==> src/rtl/core/ehist_div.sv <==
`timescale 1ns / 1ps
module ehist_div #(
	parameter int DW = 38,
	parameter int VW = 5
) (
	input  logic          clk,
	input  logic          arst_n,
	input  logic          start,
	input  logic [DW-1:0] dividend,
	input  logic [VW-1:0] divisor,
	output logic          busy,
	output logic          done,
	output logic [DW-1:0] quotient
);

	localparam int CW = $clog2(DW + 1);

	logic [VW-1:0] rem_q;
	logic [DW-1:0] quo_q;
	logic [VW-1:0] dsr_q;
	logic [CW-1:0] cnt_q;
	logic          busy_q;
	logic          done_q;
	logic [VW:0]   trial;
	logic          fits;

	// Restoring division, one quotient bit per cycle.
	assign trial = {rem_q, quo_q[DW-1]};
	assign fits  = (trial >= {1'b0, dsr_q});

	always_ff @(posedge clk or negedge arst_n) begin
		if (!arst_n) begin
			busy_q <= 1'b0;
			done_q <= 1'b0;
			cnt_q  <= '0;
		end else begin
			done_q <= 1'b0;
			if (start && !busy_q) begin
				busy_q <= 1'b1;
				cnt_q  <= CW'(DW);
			end else if (busy_q) begin
				cnt_q <= cnt_q - 1'b1;
				if (cnt_q == CW'(1)) begin
					busy_q <= 1'b0;
					done_q <= 1'b1;
				end
			end
		end
	end

	// Datapath: remainder and the dividend that shifts into the quotient.
	always_ff @(posedge clk) begin
		if (start && !busy_q) begin
			rem_q <= '0;
			quo_q <= dividend;
			dsr_q <= divisor;
		end else if (busy_q) begin
			rem_q <= fits ? VW'(trial - {1'b0, dsr_q}) : trial[VW-1:0];
			quo_q <= {quo_q[DW-2:0], fits};
		end
	end

	assign busy     = busy_q;
	assign done     = done_q;
	assign quotient = quo_q;

endmodule

==> config.mk <==
export PLATFORM = sky130hd
export DESIGN_NAME = ehist_div
export DESIGN_NICKNAME = d
export VERILOG_FILES = /design/src/rtl/core/ehist_div.sv
export SDC_FILE = /design/constraint.sdc
export NUM_CORES = 1
export LEC_CHECK = 0
export ABC_AREA = 1
export BUFFER_PORTS_ARGS = -buffer_cell sky130_fd_sc_hd__buf_2
export CORE_ASPECT_RATIO = 2
export CORE_MARGIN = 1
export CORE_UTILIZATION = 54
export DETAILED_ROUTE_END_ITERATION = 8
export GPL_TIMING_DRIVEN = 0
export PLACE_DENSITY = 0.83
export SETUP_SLACK_MARGIN = 0.4
export SLEW_MARGIN = 0
export SYNTH_ARGS = -nofsm -noshare
export SYNTH_HDL_FRONTEND = slang
export SYNTH_SLANG_ARGS = --single-unit
==> constraint.sdc <==
create_clock -name clk -period 5.73 [get_ports clk]
set_clock_uncertainty 0.2 [all_clocks]
set_input_delay 0 -clock clk [delete_from_list [all_inputs] [get_ports clk]]
set_output_delay 0 -clock clk [all_outputs]
set_load 0.03 [all_outputs]
# == After elaboration in Yosys (flattened, before gate mapping) ==
# Cells that the tools add are included.
# word_totals
ff_bits,56
wordCells,24
# op_classes
addsub,2
n_lt_le_gt_ge,1
eq_ne,1
mux,11
reduce_logical,3
# op_table
cell,n
$mux 38,2
$mux 6,2
$eq 6x1->1 const B,1
$ge 6x5->1,1
$mux 1,6
$sub 6x1->6 const B,1
$mux 5,1
$sub 5x5->5,1
$reduce_bool 2->1,1
$logic_and 1x1->1,1
$logic_not 1->1,1

# == Depth between registers and ports, before layout ==
# depth
word_depth,4
ltp_mapped,11
mapped_depth_nobuf,11

# == Worst setup path before layout ==
# Ideal clock, no wire load.
# synth_timing
path_type,register to register
startpoint,"reg busy_q, in the netlist busy"
endpoint,"reg quo_q[0], in the netlist quotient[0], enable pin"
setup_time_ps,393
arrival_time_ps,1579
t_required_ps,5137
path_slack_ps,3558
path_stages_with_launch,4
n_path_buf,1
path_cell_list,dfrtp_1 > buf_6 > nor2_1 > inv_1
# synth_via
elab_chain_len,3
# synth_rtl
element,line_no,rtl
start: declaration,22,logic busy_q;
start signal: assignment,33,busy_q <= 1'b0;
start signal: assignment,39,busy_q <= 1'b1;
start signal: assignment,44,busy_q <= 1'b0;
$logic_not 1->1,53,if (start && !busy_q) begin
$logic_and 1x1->1,53,
$reduce_bool 2->1 (no source line) (*),n/a,
end signal: assignment,55,quo_q <= dividend;
end signal: assignment,59,"quo_q <= {quo_q[DW-2:0], fits};"
end: declaration,19,logic [DW-1:0] quo_q;
# Mark *: on every way between the ends. The rest lies on a longest branch, timed or not.
# A chain may end at the register's enable or synchronous reset.

# == Worst setup path after layout ==
# layout_timing
startpoint,"reg busy_q, in the netlist busy"
endpoint,"reg quo_q[24], in the netlist quotient[24], enable pin"
# The elaborated chain is that of the path after synthesis.

==> results.json <==
{
  "yosysTopAreaCellShare_pct": 49.5,
  "clockBufferDepth": 2,
  "drtAntennaViolNets": 0,
  "grt_overflow": 0,
  "fin_area_um2": 3680,
  "use_met3_pct": 3.64,
  "hold_viol_final": 0,
  "slew_headroom_pct": 46.5,
  "grt-busiest-layer": "met2",
  "synth_cells": 279,
  "synth_seq_area_share_pct": 61.0,
  "status": "complete, no violations",
  "via_per_inst": 5.16,
  "wl_per_cell_um": 15.3,
  "cp-start-kind": "flip-flop",
  "synth_edf_count": 43,
  "port_buffers": 85,
  "cap_violations": 0,
  "met2_usage_pct": 56.1,
  "drt-initial-drc-count": 123,
  "path_clk_slew_ns": 0.10,
  "min_path_type": "in2reg",
  "r2r_cells": 3,
  "ys_seq_elements": 56,
  "tns_ns": 0,
  "grt_pass1_vias": 2435,
  "hold_depth": 2,
  "ioPinCount": 86,
  "total_power_mw": 2.05,
  "h-tree-depth": 2,
  "die_w_um": 51.1,
  "final_cells": 473,
  "leakage_nw": 1.82,
  "syn_nets": 333,
  "slew_violations": 0,
  "synth.area.top_cells": "edfxtp_1 50%, nand2_1 20%, dfrtp_1 7.7%, dfxtp_1 3.8%, ha_1 3.4%",
  "synth_top_area_cell": "edfxtp_1",
  "fin_util_pct": 80.0,
  "cp_max_fo": 39,
  "vdd_drop_max_mv": 0.533,
  "die_y_um": 100,
  "min_to": "dsr_q[3]",
  "cts_resized": 0,
  "place_congestion": 0.812,
  "antenna_found_initial": 0,
  "syn2layout_area_growth_pct": 41.1,
  "clock_latency_ns": 0.30,
  "synth_cell_types": 24,
  "fmax_ghz": 0.481,
  "worst_r2r_endpoint": "quotient[24]",
  "r2r-start": "busy",
  "vias": 2442,
  "grt_pass1_wl_um": 11400,
  "cp.required_ns": 5.46,
  "synth_area_um2": 2610,
  "async_flop_share_pct": 14.3,
  "place_inst": 419,
  "num_rows": 35,
  "numCtsBuffers": 5,
  "routed_wl_um": 7230,
  "period_share_pct": 36.3,
  "worstHoldStart": "divisor[3]",
  "ys.flop_type": "edfxtp_1",
  "yosysWarnings": 0,
  "initial_core_util_pct": 56.7,
  "drc_errors": 0,
  "grtUsageTotal_pct": 30.7,
  "synth_area_per_cell_um2": 9.35,
  "finalSetupViolations": 0,
  "rrSetupSlack_ns": 3.65,
  "worstSetupPathType": "reg2reg",
  "placed_area_um2": 3100,
  "endpoint_kind": "flip-flop",
  "critPathArrivalTime_ns": 1.81,
  "diodes": 0,
  "worst_slew_pin_slew_ns": 0.801,
  "drive_above_1_share_pct": 26.1,
  "p_per_area_nw_per_um2": 557,
  "drtPass1Iterations": 4,
  "cts_tree": "built",
  "hpwlAfterDp_um": 4070,
  "fp.coreArea_um2": 4600,
  "fillerInstances": 283,
  "clock-sinks": 56,
  "die_area_um2": 5130,
  "cts-root-buf": "clkbuf_8",
  "final_nets": 471,
  "grt_use_met1_pct": 34.7,
  "rsz0062_at_grt": "false",
  "period_needed_ns": 2.08,
  "grt_max_degree": 40
}
==> cell families (layout without fill, tap and decap cells) <==
logic type / after synthesis / after routing / share of synthesized area (%)
and+or+nand+nor: 171 / 171 / 27.0
xor gates and xnor gates: 1 / 1 / 0.336
buffers and inverters: 32 / 171 / 5.28
adders and majority gates: 8 / 8 / 4.13
DFF: 56 / 56 / 61.0
AOI/OAI and AO/OA: 11 / 11 / 2.26
==> sequential cells by signal (all words and copies together), names as in the netlist <==
signal    cells
cnt_q         6
dsr_q         5
rem_q         5
quotient     38
busy          1
done          1
==> critical path, stage by stage (launching register included) <==
cell	delay, ns
dfrtp_1	0.40
buf_6	0.15
nor2_1	0.46
inv_2	0.48
==> stage by stage <==
| step | worst slack, ns | hold slack [ns] |
|---|---|---|
| after floorplan | 3.56 | -0.496 |
| final | 3.65 | 0.203 |
| after detailed placement | 3.64 | -0.347 |
| after CTS | 3.62 | 0.199 |
| after global placement | 3.25 | -0.350 |
| after global routing | 3.57 | 0.207 |
==> synthesized netlist by cell type (2+ instances only) <==
library cell and count:
dfxtp_1 5, nand2_1 137, buf_2 8, nand3_1 16, inv_2 2, ha_1 7
nor2_1 10, o21ai_0 7, edfxtp_1 43, dfrtp_1 8, a21oi_1 2, nor2_4 2
inv_1 21
==> worst max path at each step <==
stage	from	endpoint
after floorplan	busy	quotient[0]
final	busy	quotient[24]
after detailed placement	busy	quotient[3]
after global routing	busy	quotient[16]
after global placement	busy	quotient[3]
after CTS	busy	quotient[16]
==> cell usage in the layout (no fill, tap or decap), types with 2 or more instances in the layout <==
cell and instances:
nand2_1 137, buf_2 93, dlygate4sd3_1 46, edfxtp_1 43, inv_1 20, nand3_1 16
nor2_1 10, dfrtp_1 8, o21ai_0 7, ha_1 7, clkbuf_8 6, dfxtp_1 5
inv_2 3, nor2_4 2, a21oi_1 2
==> metal layers <==
metal | up-vias | share of wire, %
met1 | 1135 | 36
met4 | 0 | 3.1
met2 | 118 | 56
li1 | 1170 | -
met3 | 19 | 4.8
met5 | - | 0
==> final cells by class <==
cell class / instances / area (um^2) / share of cell area [%]
Sequential cell: 56 / 1590 / 43.3
Timing Repair Buffer: 131 / 886 / 24.1
Multi-Input combinational cell: 191 / 878 / 23.9
Inverter: 23 / 86.3 / 2.35
Clock buffer: 6 / 82.6 / 2.24
Tap cell: 55 / 68.8 / 1.87
Buffer: 9 / 51.3 / 1.39
Clock inverter: 2 / 33.8 / 0.918
==> what timing repair did <==
action,CTS,global route
buffers inserted,0,0
hold buffers,46,0
endpoints found under the setup margin,0,0
endpoints found under the hold margin,58,0
==> report_power, final <==
| part | leakage, nW | switching (mW) | internal [mW] |
|---|---|---|---|
| clock | 0.0588 | 0.125 | 0.141 |
| combinational | 1.18 | 0.664 | 0.304 |
| sequential | 0.571 | 0.126 | 0.688 |
| total | 1.82 | 0.915 | 1.13 |
Power figures use the tool's default switching activity.
