File: src/rtl/core/ehist_ram.sv
`timescale 1ns / 1ps
module ehist_ram #(
	parameter int WIDTH = 8,
	parameter int DEPTH = 16,
	parameter int AW    = (DEPTH > 1) ? $clog2(DEPTH) : 1
) (
	input  logic             clk,
	input  logic             we,
	input  logic [AW-1:0]    waddr,
	input  logic [WIDTH-1:0] wdata,
	input  logic             re,
	input  logic [AW-1:0]    raddr,
	output logic [WIDTH-1:0] rdata
);

	logic [WIDTH-1:0] mem [DEPTH];

	// One write port and one registered read port.
	always_ff @(posedge clk) begin
		if (we) begin
			mem[waddr] <= wdata;
		end
		if (re) begin
			rdata <= mem[raddr];
		end
	end

endmodule

File: config.mk
export PLATFORM = sky130hd
export DESIGN_NAME = ehist_ram
export DESIGN_NICKNAME = d
export VERILOG_FILES = /design/src/rtl/core/ehist_ram.sv
export SDC_FILE = /design/constraint.sdc
export NUM_CORES = 1
export LEC_CHECK = 0
export BUFFER_PORTS_ARGS = -buffer_cell sky130_fd_sc_hd__buf_2
export CAP_MARGIN = 10
export CORE_ASPECT_RATIO = 0.9
export CORE_MARGIN = 2
export CORE_UTILIZATION = 50
export CTS_CLUSTER_DIAMETER = 100
export DETAILED_ROUTE_END_ITERATION = 16
export HOLD_SLACK_MARGIN = 0.12
export PLACE_DENSITY = 0.67
export SYNTH_ARGS = -nofsm -noshare
export SYNTH_HDL_FRONTEND = slang
export SYNTH_SLANG_ARGS = --single-unit
File: constraint.sdc
create_clock -name clk -period 2 [get_ports clk]
set_input_delay 0.2 -clock clk [delete_from_list [all_inputs] [get_ports clk]]
set_output_delay 0.2 -clock clk [all_outputs]
set_load 0.05 [all_outputs]
# Word level (Yosys, flattened, before mapping)
# Memory sizes are Yosys's and may differ from the RTL's. A register that Yosys moved wholly into a read port is not among the register bits.
# Cells that the tools add are included.
# word_totals
register_bits	0
ramBits	128
input_bits	19
output_inout_bits	8
wordCells	3
memories	1
# mem_list
name	words	word_bits	read_ports	rd_clocked_by_memory_dff	wr	line	text
mem	16	8	1	1	1	16	logic [WIDTH-1:0] mem [DEPTH];
# classes
mux	2
# op_table
op	count
$mux W1	2

# Longest topological paths before layout
# Gate-level depths: netlist of the first run.
# depth
depth_word	2
ltp_mapped	5
depth_no_buf	3

# Worst setup path after synthesis of the first run
# Ideal clock, no wire load.
# synth_timing
kind	input-to-reg
start	input port waddr[2]
end	memory mem[0][0] (enable)
setup_time_ps	383
t_arrival_ps	1310
t_required_ps	1617
slack_ps	307
stages	2
n_path_buf	0
path_cell_list	or3b_2 > nor3_1
# synth_rtl
element	line	text
from (decl)	9	input logic [AW-1:0] waddr,
to (decl)	16	
# No word-level cell before the write port.

==> results of run 1 <==
logic make-up after synthesis:
logic type | after synthesis
DFF | 136
AOI/OAI and AO/OA | 16
and+or+nand+nor | 35
buffers and inverters | 10
muxes | 32
report_power, final:
part / total [mW] / switching (mW) / internal (mW) / leakage (nW)
Combinational: 0.339 / 0.209 / 0.130 / 0.598
Sequential: 3.23 / 0.0172 / 3.21 / 1.24
Clock: 3.17 / 1.10 / 2.07 / 0.293
Total: 6.73 / 1.32 / 5.41 / 2.13
worst max-delay path by stage:
| stage | start | endpoint | slack, ns | depth (start not counted) |
|---|---|---|---|---|
| global placement | raddr[0] | rdata[3] | 0.15 | 5 |
| detailed placement | raddr[0] | rdata[3] | 0.14 | 5 |
| global route | mem[1][5] | rdata[5] | 0.46 | 3 |
| finish | mem[1][3] | rdata[3] | 0.52 | 3 |
| floorplan | waddr[2] | mem[0][0] | 0.31 | 2 |
| CTS | mem[0][5] | rdata[5] | 0.50 | 3 |
sequential cells by signal, indices dropped and copies added, names as in the netlist:
signal and flops:
mem 128, rdata 8
routing by layer:
metal	up-vias	global-route usage (%)	part of all wire, %
li1	1093	-	-
met1	1323	25.33	44
met2	80	28.21	49
met3	15	5.472	5.4
met4	0	6.363	1.7
met5	-	0	0
layout make-up:
type / count / area (µm²)
flip-flops and latches: 136 / 4084
fillers: 710 / 3971
multi-input cells: 83 / 1057
clock buffers: 18 / 429.2
repair buffers: 48 / 320.3
clock inverters: 13 / 180.2
well taps: 129 / 161.4
cells in the final DEF (no fill, tap or decap), types with 2 or more instances in the layout:
cell,count
clkinv_4,3
mux4_1,14
clkinv_2,3
a22oi_1,16
edfxtp_1,136
clkbuf_16,17
mux4_2,18
nand3b_1,2
buf_12,2
nand2_1,9
buf_4,20
nand2b_1,2
buf_2,26
bufinv_16,4
nor2_1,13
nor3_1,4
clkinvlp_4,2
worst max-delay path, delay by kind of cell (launching register included):
kind | cells | cell delay (ns)
mux | 1 | 0.52
flops | 1 | 0.36
compound gates | 1 | 0.27
simple gates | 1 | 0.08
==> results.ini, run 1 <==
[critical_path]
required_ns = 2.15
reg2regPathDepth = 3
crit_chain = mux4_1 -> a22oi_1 -> nand2_1
slowest_delay_ns = 0.52
critical_path.max_fanout = 1
cp_slowest_cell = mux4_1
cp-end-kind = flip-flop
r2r-start = mem[1][3]
worstPathArrival_ns = 1.64
setup.worst_path.class = reg2reg
crit-reg2reg-capture = rdata[3]
rrSetupSlack_ns = 0.52
critPathLaunchType = flip-flop

[final_layout]
final_layout_size_suffix_gt1_share_pct = 32.21
fin_cells = 427
final_area_um2 = 6232
layout.nets = 305
antenna_cells = 0
final_util_pct = 61.08
areaGrowthSynthToFinish_pct = 19.22

[timing]
slew_headroom_pct = 75.46
holdWs_ns = 0.1567
fin_setup_tns_ns = 0
worst_pin_slew_ns = 0.3681
layout_setup_ws_ns = 0.5173
period_needed_ns = 1.483
skew_ns = 0.004881
rsz0062_at_grt = false
max_clock_freq_mhz = 674.5
finalSetupViolations = 0
drv_slew = 0
finalHoldViolCount = 0
fin_crit_sh_pct = 74.13

[clock_tree]
cts_resized = 0
cts.sinks = 136
cts.path.max_buffers = 2
cts_tree = built
cts_made_buffers = 17
clk_latency_ns = 0.41
cts_hold_buffers = 0
root_buffer = clkbuf_16
htree_levels = 4
post_cts_buffers = 0
path_clk_slew_ns = 0.05

[global_route]
antenna_found_initial = 0
grt_max_degree = 33
grt_pass1_vias = 2530
grt_pass1_wl_um = 14710
gr-total-overflow = 0
track_usage_pct = 18.28

[floorplanning]
rows = 35
ios = 27
die_h_um = 101
start_util_pct = 51.23
die_area_um2 = 11290
fp.dieW_um = 111.8
coreArea_um2 = 10200

[logic_synthesis]
synth_edf_count = 136
syn-num-nets = 248
yosysSeqAreaShare_pct = 78.12
synth_compound_area_share_pct = 2.298
yosysWarnings = 0
synth.distinct_cells = 18
synth_area_um2 = 5228
yosys.area_share.simple_pct = 3.135
ys_async_sr_fraction_pct = 0
syn-instance-count = 229
synthMuxAreaShare_pct = 14.79
synth_most_common_cell = edfxtp_1
synth_area_per_cell_um2 = 22.83
yosys.area.top_type = edfxtp_1
synth_top_family_by_area = multiplexers
synth_commonest_cells = edfxtp_1, mux4_2, a22oi_1, mux4_1, nor2_1
ys_seq_elements = 136
synth_top_area_share_pct = 78.12
synth_fa_ha_area_share_pct = 0
synthFlopType = edfxtp_1
synth.area.top_cells = edfxtp_1, mux4_2, mux4_1
synthXorXnorAreaFrac_pct = 0

[placed_design]
dp_hpwl_um = 6156
placed_cells = 396
numPortBuffers = 26
routabilityCongestion = 0.7586
dp_slack_ns = 0.1434
postPlaceCellArea_um2 = 5623

[hold_path]
hold_class = in2reg
hold_end = rdata[2]
hp-start = re
holdPathStages = 1

[detailed_routing]
dr_total_vias = 2511
vias_per_cell = 5.881
drt_iter0_drc = 245
routed_wl_um = 9493
ant_nets = 0
drc = 0
routedWlPerCell_um = 22.23
first_pass_iters = 4

[pwr]
vdd_drop_max_v = 0.0005594
power_mw = 6.734
leakagePower_nw = 2.127
powerDensity_nw_per_um2 = 1081

[outcome]
status = completed

[flow_run]
cap_violations = 0

Note: power is estimated with default switching activity, not from simulation.
==> run 2: changes to the inputs <==
==> constraint.sdc (replaced) <==
create_clock -name clk -period 1.5 [get_ports clk]
set_input_delay 0.15 -clock clk [delete_from_list [all_inputs] [get_ports clk]]
set_output_delay 0.15 -clock clk [all_outputs]
set_load 0.05 [all_outputs]
==> run 2 against run 1 <==
Against the previous run: clock skew is 0.0040 ns higher; wire length is 0.14% lower; flip-flop and latch count stayed put; hold slack worse by 0.021 ns; fmax is 2.3% higher; highest routed layer unchanged; non-clock buffer count is 3 higher; final area is 0.64% higher; clock-buffer cell count is 1 lower; final cell count is 0.94% higher.
==> results.ini, run 2 (same netlist as run 1, synthesis figures left out) <==
[pwr]
vdd_drop_max_v = 0.0007842  ; +40%
power_mw = 8.728  ; +30%
powerDensity_nw_per_um2 = 1392  ; +29%
leakagePower_nw = 2.121  ; -0.29%

[timing]
max_clock_freq_mhz = 689.8  ; +2.3%
period_needed_ns = 1.450  ; -0.03301 ns
finalSetupViolations = 0  ; unchanged
finalHoldViolCount = 0  ; unchanged
skew_ns = 0.008918  ; +0.004037 ns
rsz0062_at_grt = false
worst_pin_slew_ns = 0.7779  ; +0.4098 ns
fin_crit_sh_pct = 96.65  ; +23 points
holdWs_ns = 0.1359  ; -0.02076 ns
drv_slew = 0  ; unchanged
slew_headroom_pct = 48.03  ; -27 points

[detailed_routing]
ant_nets = 0  ; unchanged
vias_per_cell = 5.724  ; -2.7%
first_pass_iters = 4  ; unchanged
routedWlPerCell_um = 22.00  ; -1.1%
routed_wl_um = 9480  ; -0.14%
drt_iter0_drc = 195  ; -20%
dr_total_vias = 2467  ; -1.8%
drc = 0  ; unchanged

[clock_tree]
cts_tree = built
cts.sinks = 136  ; unchanged
path_clk_slew_ns = 0.06  ; about the same
post_cts_buffers = 0  ; unchanged
root_buffer = clkbuf_16
htree_levels = 4  ; unchanged
cts.path.max_buffers = 2  ; unchanged
clk_latency_ns = 0.41  ; about the same
cts_made_buffers = 17  ; unchanged

[final_layout]
antenna_cells = 0  ; unchanged
reg_top3 = mem x128, rdata x8
final_area_um2 = 6272  ; +0.64%
final_cell_mix = edfxtp_1, buf_2, buf_4
final_layout_size_suffix_gt1_share_pct = 34.44  ; +2.2 points
multiInputGateArea_um2 = 1087  ; +2.8%
largest_reg_flops = 128  ; unchanged
seqCellArea_um2 = 4084  ; unchanged
layout.nets = 308  ; +0.98%
n_fill_cell = 698  ; -1.7%
final_common_cell = edfxtp_1
largest-register = mem
areaGrowthSynthToFinish_pct = 19.99
fin_cells = 431  ; +0.94%

[placed_design]
postPlaceCellArea_um2 = 5648  ; +0.45%
routabilityCongestion = 0.7286  ; -4.0%
dp_hpwl_um = 6054  ; -1.7%
numPortBuffers = 26  ; unchanged
placed_cells = 397  ; +0.25%

[critical_path]
setup.worst_path.class = reg2reg
cp-end-kind = flip-flop
worstPathArrival_ns = 1.60  ; -0.04 ns
critPathLaunchType = flip-flop
critical_path.max_fanout = 1  ; unchanged
crit_chain = mux4_1 -> a22oi_1 -> nand2_1
cp_slowest_cell = mux4_1
required_ns = 1.65  ; -0.50 ns
slowest_delay_ns = 0.51  ; about the same

[global_route]
grt_max_degree = 20  ; -39%
grt_pass1_vias = 2550  ; +0.79%
antenna_found_initial = 0  ; unchanged
grt_pass1_wl_um = 14420  ; -2.0%
track_usage_pct = 18.13  ; -0.15 points
gr-total-overflow = 0  ; unchanged

[floorplanning]
die_h_um = 101  ; unchanged
die_area_um2 = 11290  ; unchanged
ios = 27  ; unchanged
rows = 35  ; unchanged
fp.dieW_um = 111.8  ; unchanged
coreArea_um2 = 10200  ; unchanged
start_util_pct = 51.23  ; unchanged

[hold_path]
hold_class = in2reg

[flow_run]
cap_violations = 0  ; unchanged

[outcome]
status = completed

run 2: power by group:
group	switching [mW]	internal, mW
Sequential	0.0209	4.28
Combinational	0.290	0.185
Clock	1.51	2.44
Total	1.82	6.91
run 2: through the flow:
step	setup WS, ns	setup TNS (ns)	util [%]
after floorplan	0.06759	0	-
after CTS	0.001457	0	61.23
final	0.05032	0	61.47
after global placement	-0.2217	-1.280	55.35
after detailed placement	-0.2440	-1.506	55.35
after global routing	0.003840	0	61.47
run 2: per-layer routing:
metal | up-vias | GRT usage [%] | wire [µm]
li1 | 1109 | - | -
met1 | 1275 | 24.59 | 4305
met2 | 79 | 28.72 | 4653
met3 | 4 | 5.652 | 443
met4 | 0 | 5.698 | 77
met5 | - | 0 | 0
run 2: critical path, delay by kind of cell (launching register included):
| kind | cells | cell delay (ns) |
|---|---|---|
| flip-flops | 1 | 0.37 |
| multiplexers | 1 | 0.51 |
| AND/OR/NAND/NOR | 1 | 0.10 |
| AO/OA/AOI/OAI | 1 | 0.22 |
run 2: timing repair:
action / CTS / global route
resized for setup: 2 / 3
hold buffers: 1 / 1
endpoints found under the hold margin: 4 / 8
pin swaps: 0 / 0
setup endpoints to repair: 2 / 3
run 2: worst paths after layout:
kind	start	endpoint	slack [ns]	cells past startpoint
setup reg to reg	mem[0][3]	rdata[3]	0.05	3
hold reg to reg	mem[11][2]	rdata[2]	0.76	3
setup / recovery	mem[0][3]	rdata[3]	0.05	3
hold / removal	wdata[1]	mem[15][1]	0.14	1
run 2: cell type report:
class / instances / share of cell area, %
multi-input combinational: 83 / 17.33
clock buffer: 17 / 6.782
timing repair buffer: 51 / 5.745
clock inverter: 15 / 2.454
tap: 129 / 2.573
sequential: 136 / 65.11
==> run 3: changes to the inputs <==
--- a/config.mk
+++ b/config.mk
@@ -14,6 +14,7 @@
 export DETAILED_ROUTE_END_ITERATION = 16
 export HOLD_SLACK_MARGIN = 0.12
 export PLACE_DENSITY = 0.67
+export RECOVER_POWER = 50
 export SYNTH_ARGS = -nofsm -noshare
 export SYNTH_HDL_FRONTEND = slang
 export SYNTH_SLANG_ARGS = --single-unit
==> run 3 against run 2 <==
Against the previous run: clock skew is 0.00095 ns lower; wire length is 0.35% higher; sequential share of layout area is 0.30 points higher; fmax is 0.13% higher; via count stayed put; utilization is 0.28 points lower; total power hardly changed; non-clock buffer count stayed put; final cell count stayed put; largest cell class unchanged.
==> results.ini, run 3 (same netlist as run 1, synthesis figures left out) <==
[timing]
finalSetupViolations = 0  ; unchanged
finalHoldViolCount = 0  ; unchanged
rsz0062_at_grt = false
skew_ns = 0.007972  ; -0.0009460 ns
period_needed_ns = 1.448  ; -0.001857 ns
worst_pin_slew_ns = 0.7749  ; -0.002999 ns
drv_slew = 0  ; unchanged
layout_setup_ws_ns = 0.05218  ; +0.001857 ns
fin_crit_sh_pct = 96.52  ; -0.12 points
max_clock_freq_mhz = 690.7  ; +0.13%
fin_setup_tns_ns = 0  ; unchanged
slew_headroom_pct = 48.23  ; +0.20 points

[critical_path]
setup.worst_path.class = reg2reg
crit_chain = mux4_1 -> a22oi_1 -> nand2_1
crit_family = multiplexers
cp_num_buf_inv = 0  ; unchanged
cp_slowest_cell = mux4_1
critical_path.max_fanout = 1  ; unchanged
worstPathArrival_ns = 1.60  ; about the same
required_ns = 1.65  ; about the same
cp-end-kind = flip-flop
critPathLaunchType = flip-flop
slowest_delay_ns = 0.51  ; about the same

[floorplanning]
coreArea_um2 = 10200  ; unchanged
rows = 35  ; unchanged
ios = 27  ; unchanged
fp.dieW_um = 111.8  ; unchanged
die_h_um = 101  ; unchanged
die_area_um2 = 11290  ; unchanged
start_util_pct = 51.23  ; unchanged

[final_layout]
largest-register = mem
reg_top3 = mem x128, rdata x8
largest_reg_flops = 128  ; unchanged
final_common_cell = edfxtp_1
layout.nets = 308  ; unchanged
final_cell_mix = edfxtp_1, mux4_2, buf_2
final_layout_size_suffix_gt1_share_pct = 30.13  ; -4.3 points
areaGrowthSynthToFinish_pct = 19.44
antenna_cells = 0  ; unchanged

[detailed_routing]
drc = 0  ; unchanged
routed_wl_um = 9513  ; +0.35%
first_pass_iters = 4  ; unchanged
routedWlPerCell_um = 22.07  ; +0.35%
ant_nets = 0  ; unchanged
dr_total_vias = 2467  ; unchanged
drt_iter0_drc = 192  ; -1.5%
vias_per_cell = 5.724  ; unchanged

[global_route]
grt_pass1_vias = 2550  ; unchanged
grt_pass1_wl_um = 14420  ; unchanged
track_usage_pct = 18.13  ; unchanged
grt_max_degree = 20  ; unchanged
gr-total-overflow = 0  ; unchanged
antenna_found_initial = 0  ; unchanged

[clock_tree]
clk_latency_ns = 0.40  ; about the same
cts_tree = built
htree_levels = 4  ; unchanged
cts_made_buffers = 17  ; unchanged
cts.path.max_buffers = 2  ; unchanged
root_buffer = clkbuf_16
cts.sinks = 136  ; unchanged
path_clk_slew_ns = 0.06  ; about the same

[placed_design]
dp_hpwl_um = 6054  ; unchanged
routabilityCongestion = 0.7286  ; unchanged
dp_slack_ns = -0.2440  ; unchanged
numPortBuffers = 26  ; unchanged

[pwr]
clkPwrFrac_pct = 45.3  ; about the same
powerDensity_nw_per_um2 = 1397  ; +0.43%
leakagePower_nw = 2.078  ; -2.0%
vdd_drop_max_v = 0.0007843  ; about the same
internal-power_mw = 6.908  ; about the same
p_seq_share_pct = 49.3  ; about the same
p_switching_mw = 1.817  ; about the same
sw_frac_of_total_pct = 20.83  ; about the same
comb_power_share_pct = 5.4  ; about the same

[flow_run]
cap_violations = 0  ; unchanged

[outcome]
status = completed

[hold_path]
hold_class = in2reg

-- run 3: cell types whose count changed in the layout (fill, tap and decap cells not counted) --
| cell | delta |
|---|---|
| buf_4 | -5 |
| buf_2 | -8 |
| clkbuf_1 | +13 |
-- run 3: worst paths after layout --
| path | from | to | slack, ns | depth (start not counted) |
|---|---|---|---|---|
| setup / recovery | mem[0][3] | rdata[3] | 0.05 | 3 |
| hold / removal | wdata[1] | mem[15][1] | 0.29 | 1 |
| setup reg to reg | mem[0][3] | rdata[3] | 0.05 | 3 |
| hold reg to reg | mem[11][2] | rdata[2] | 0.76 | 3 |
-- run 3: cell type report --
class                   instances  area, µm²
multi-input cells              83       1087
flip-flops and latches        136       4084
clock buffers                  17      425.4
clock inverters                15      153.9
repair buffers                 51      331.6
fillers                       701       3960
well taps                     129      161.4
-- run 3: power groups by stage --
| stage | registers, mW | clock network [mW] | logic [mW] |
|---|---|---|---|
| 2_1_floorplan | 4.44 | 0 | 0.216 |
| 3_3_place_gp | 4.38 | 0 | 0.457 |
| 3_5_place_dp | 4.38 | 0 | 0.466 |
| 4_1_cts | 4.30 | 4.01 | 0.475 |
| 5_1_grt | 4.31 | 4.19 | 0.505 |
| 6_report | 4.31 | 3.95 | 0.471 |
-- run 3: timing repair --
action,in CTS,in global routing
setup endpoints to repair,2,3
hold endpoints to repair,4,8
pin swaps,0,0
gates cloned,0,0
resized for setup,2,3
hold buffers,1,1
setup buffers,0,0
-- run 3: through the flow --
| stage | power (mW) | cell area [µm²] | util [%] | cells | hold slack (ns) |
|---|---|---|---|---|---|
| floorplan | 4.660 | 5233 | - | 229 | 0.2489 |
| global placement | 4.836 | 5648 | 55.35 | 397 | 0.5382 |
| detailed placement | 4.849 | 5648 | 55.35 | 397 | 0.5390 |
| CTS | 8.785 | 6247 | 61.23 | 430 | 0.1235 |
| global route | 9.002 | 6243 | 61.19 | 431 | 0.3101 |
| finish | 8.725 | 6243 | 61.19 | 431 | 0.2872 |
-- run 3: metal layers --
| layer | vias to the layer above | wire length (µm) | global-route usage (%) |
|---|---|---|---|
| li1 | 1107 | - | - |
| met1 | 1295 | 4326 | 24.59 |
| met4 | 0 | 77 | 5.698 |
| met3 | 4 | 408 | 5.652 |
| met5 | - | 0 | 0 |
| met2 | 61 | 4701 | 28.72 |
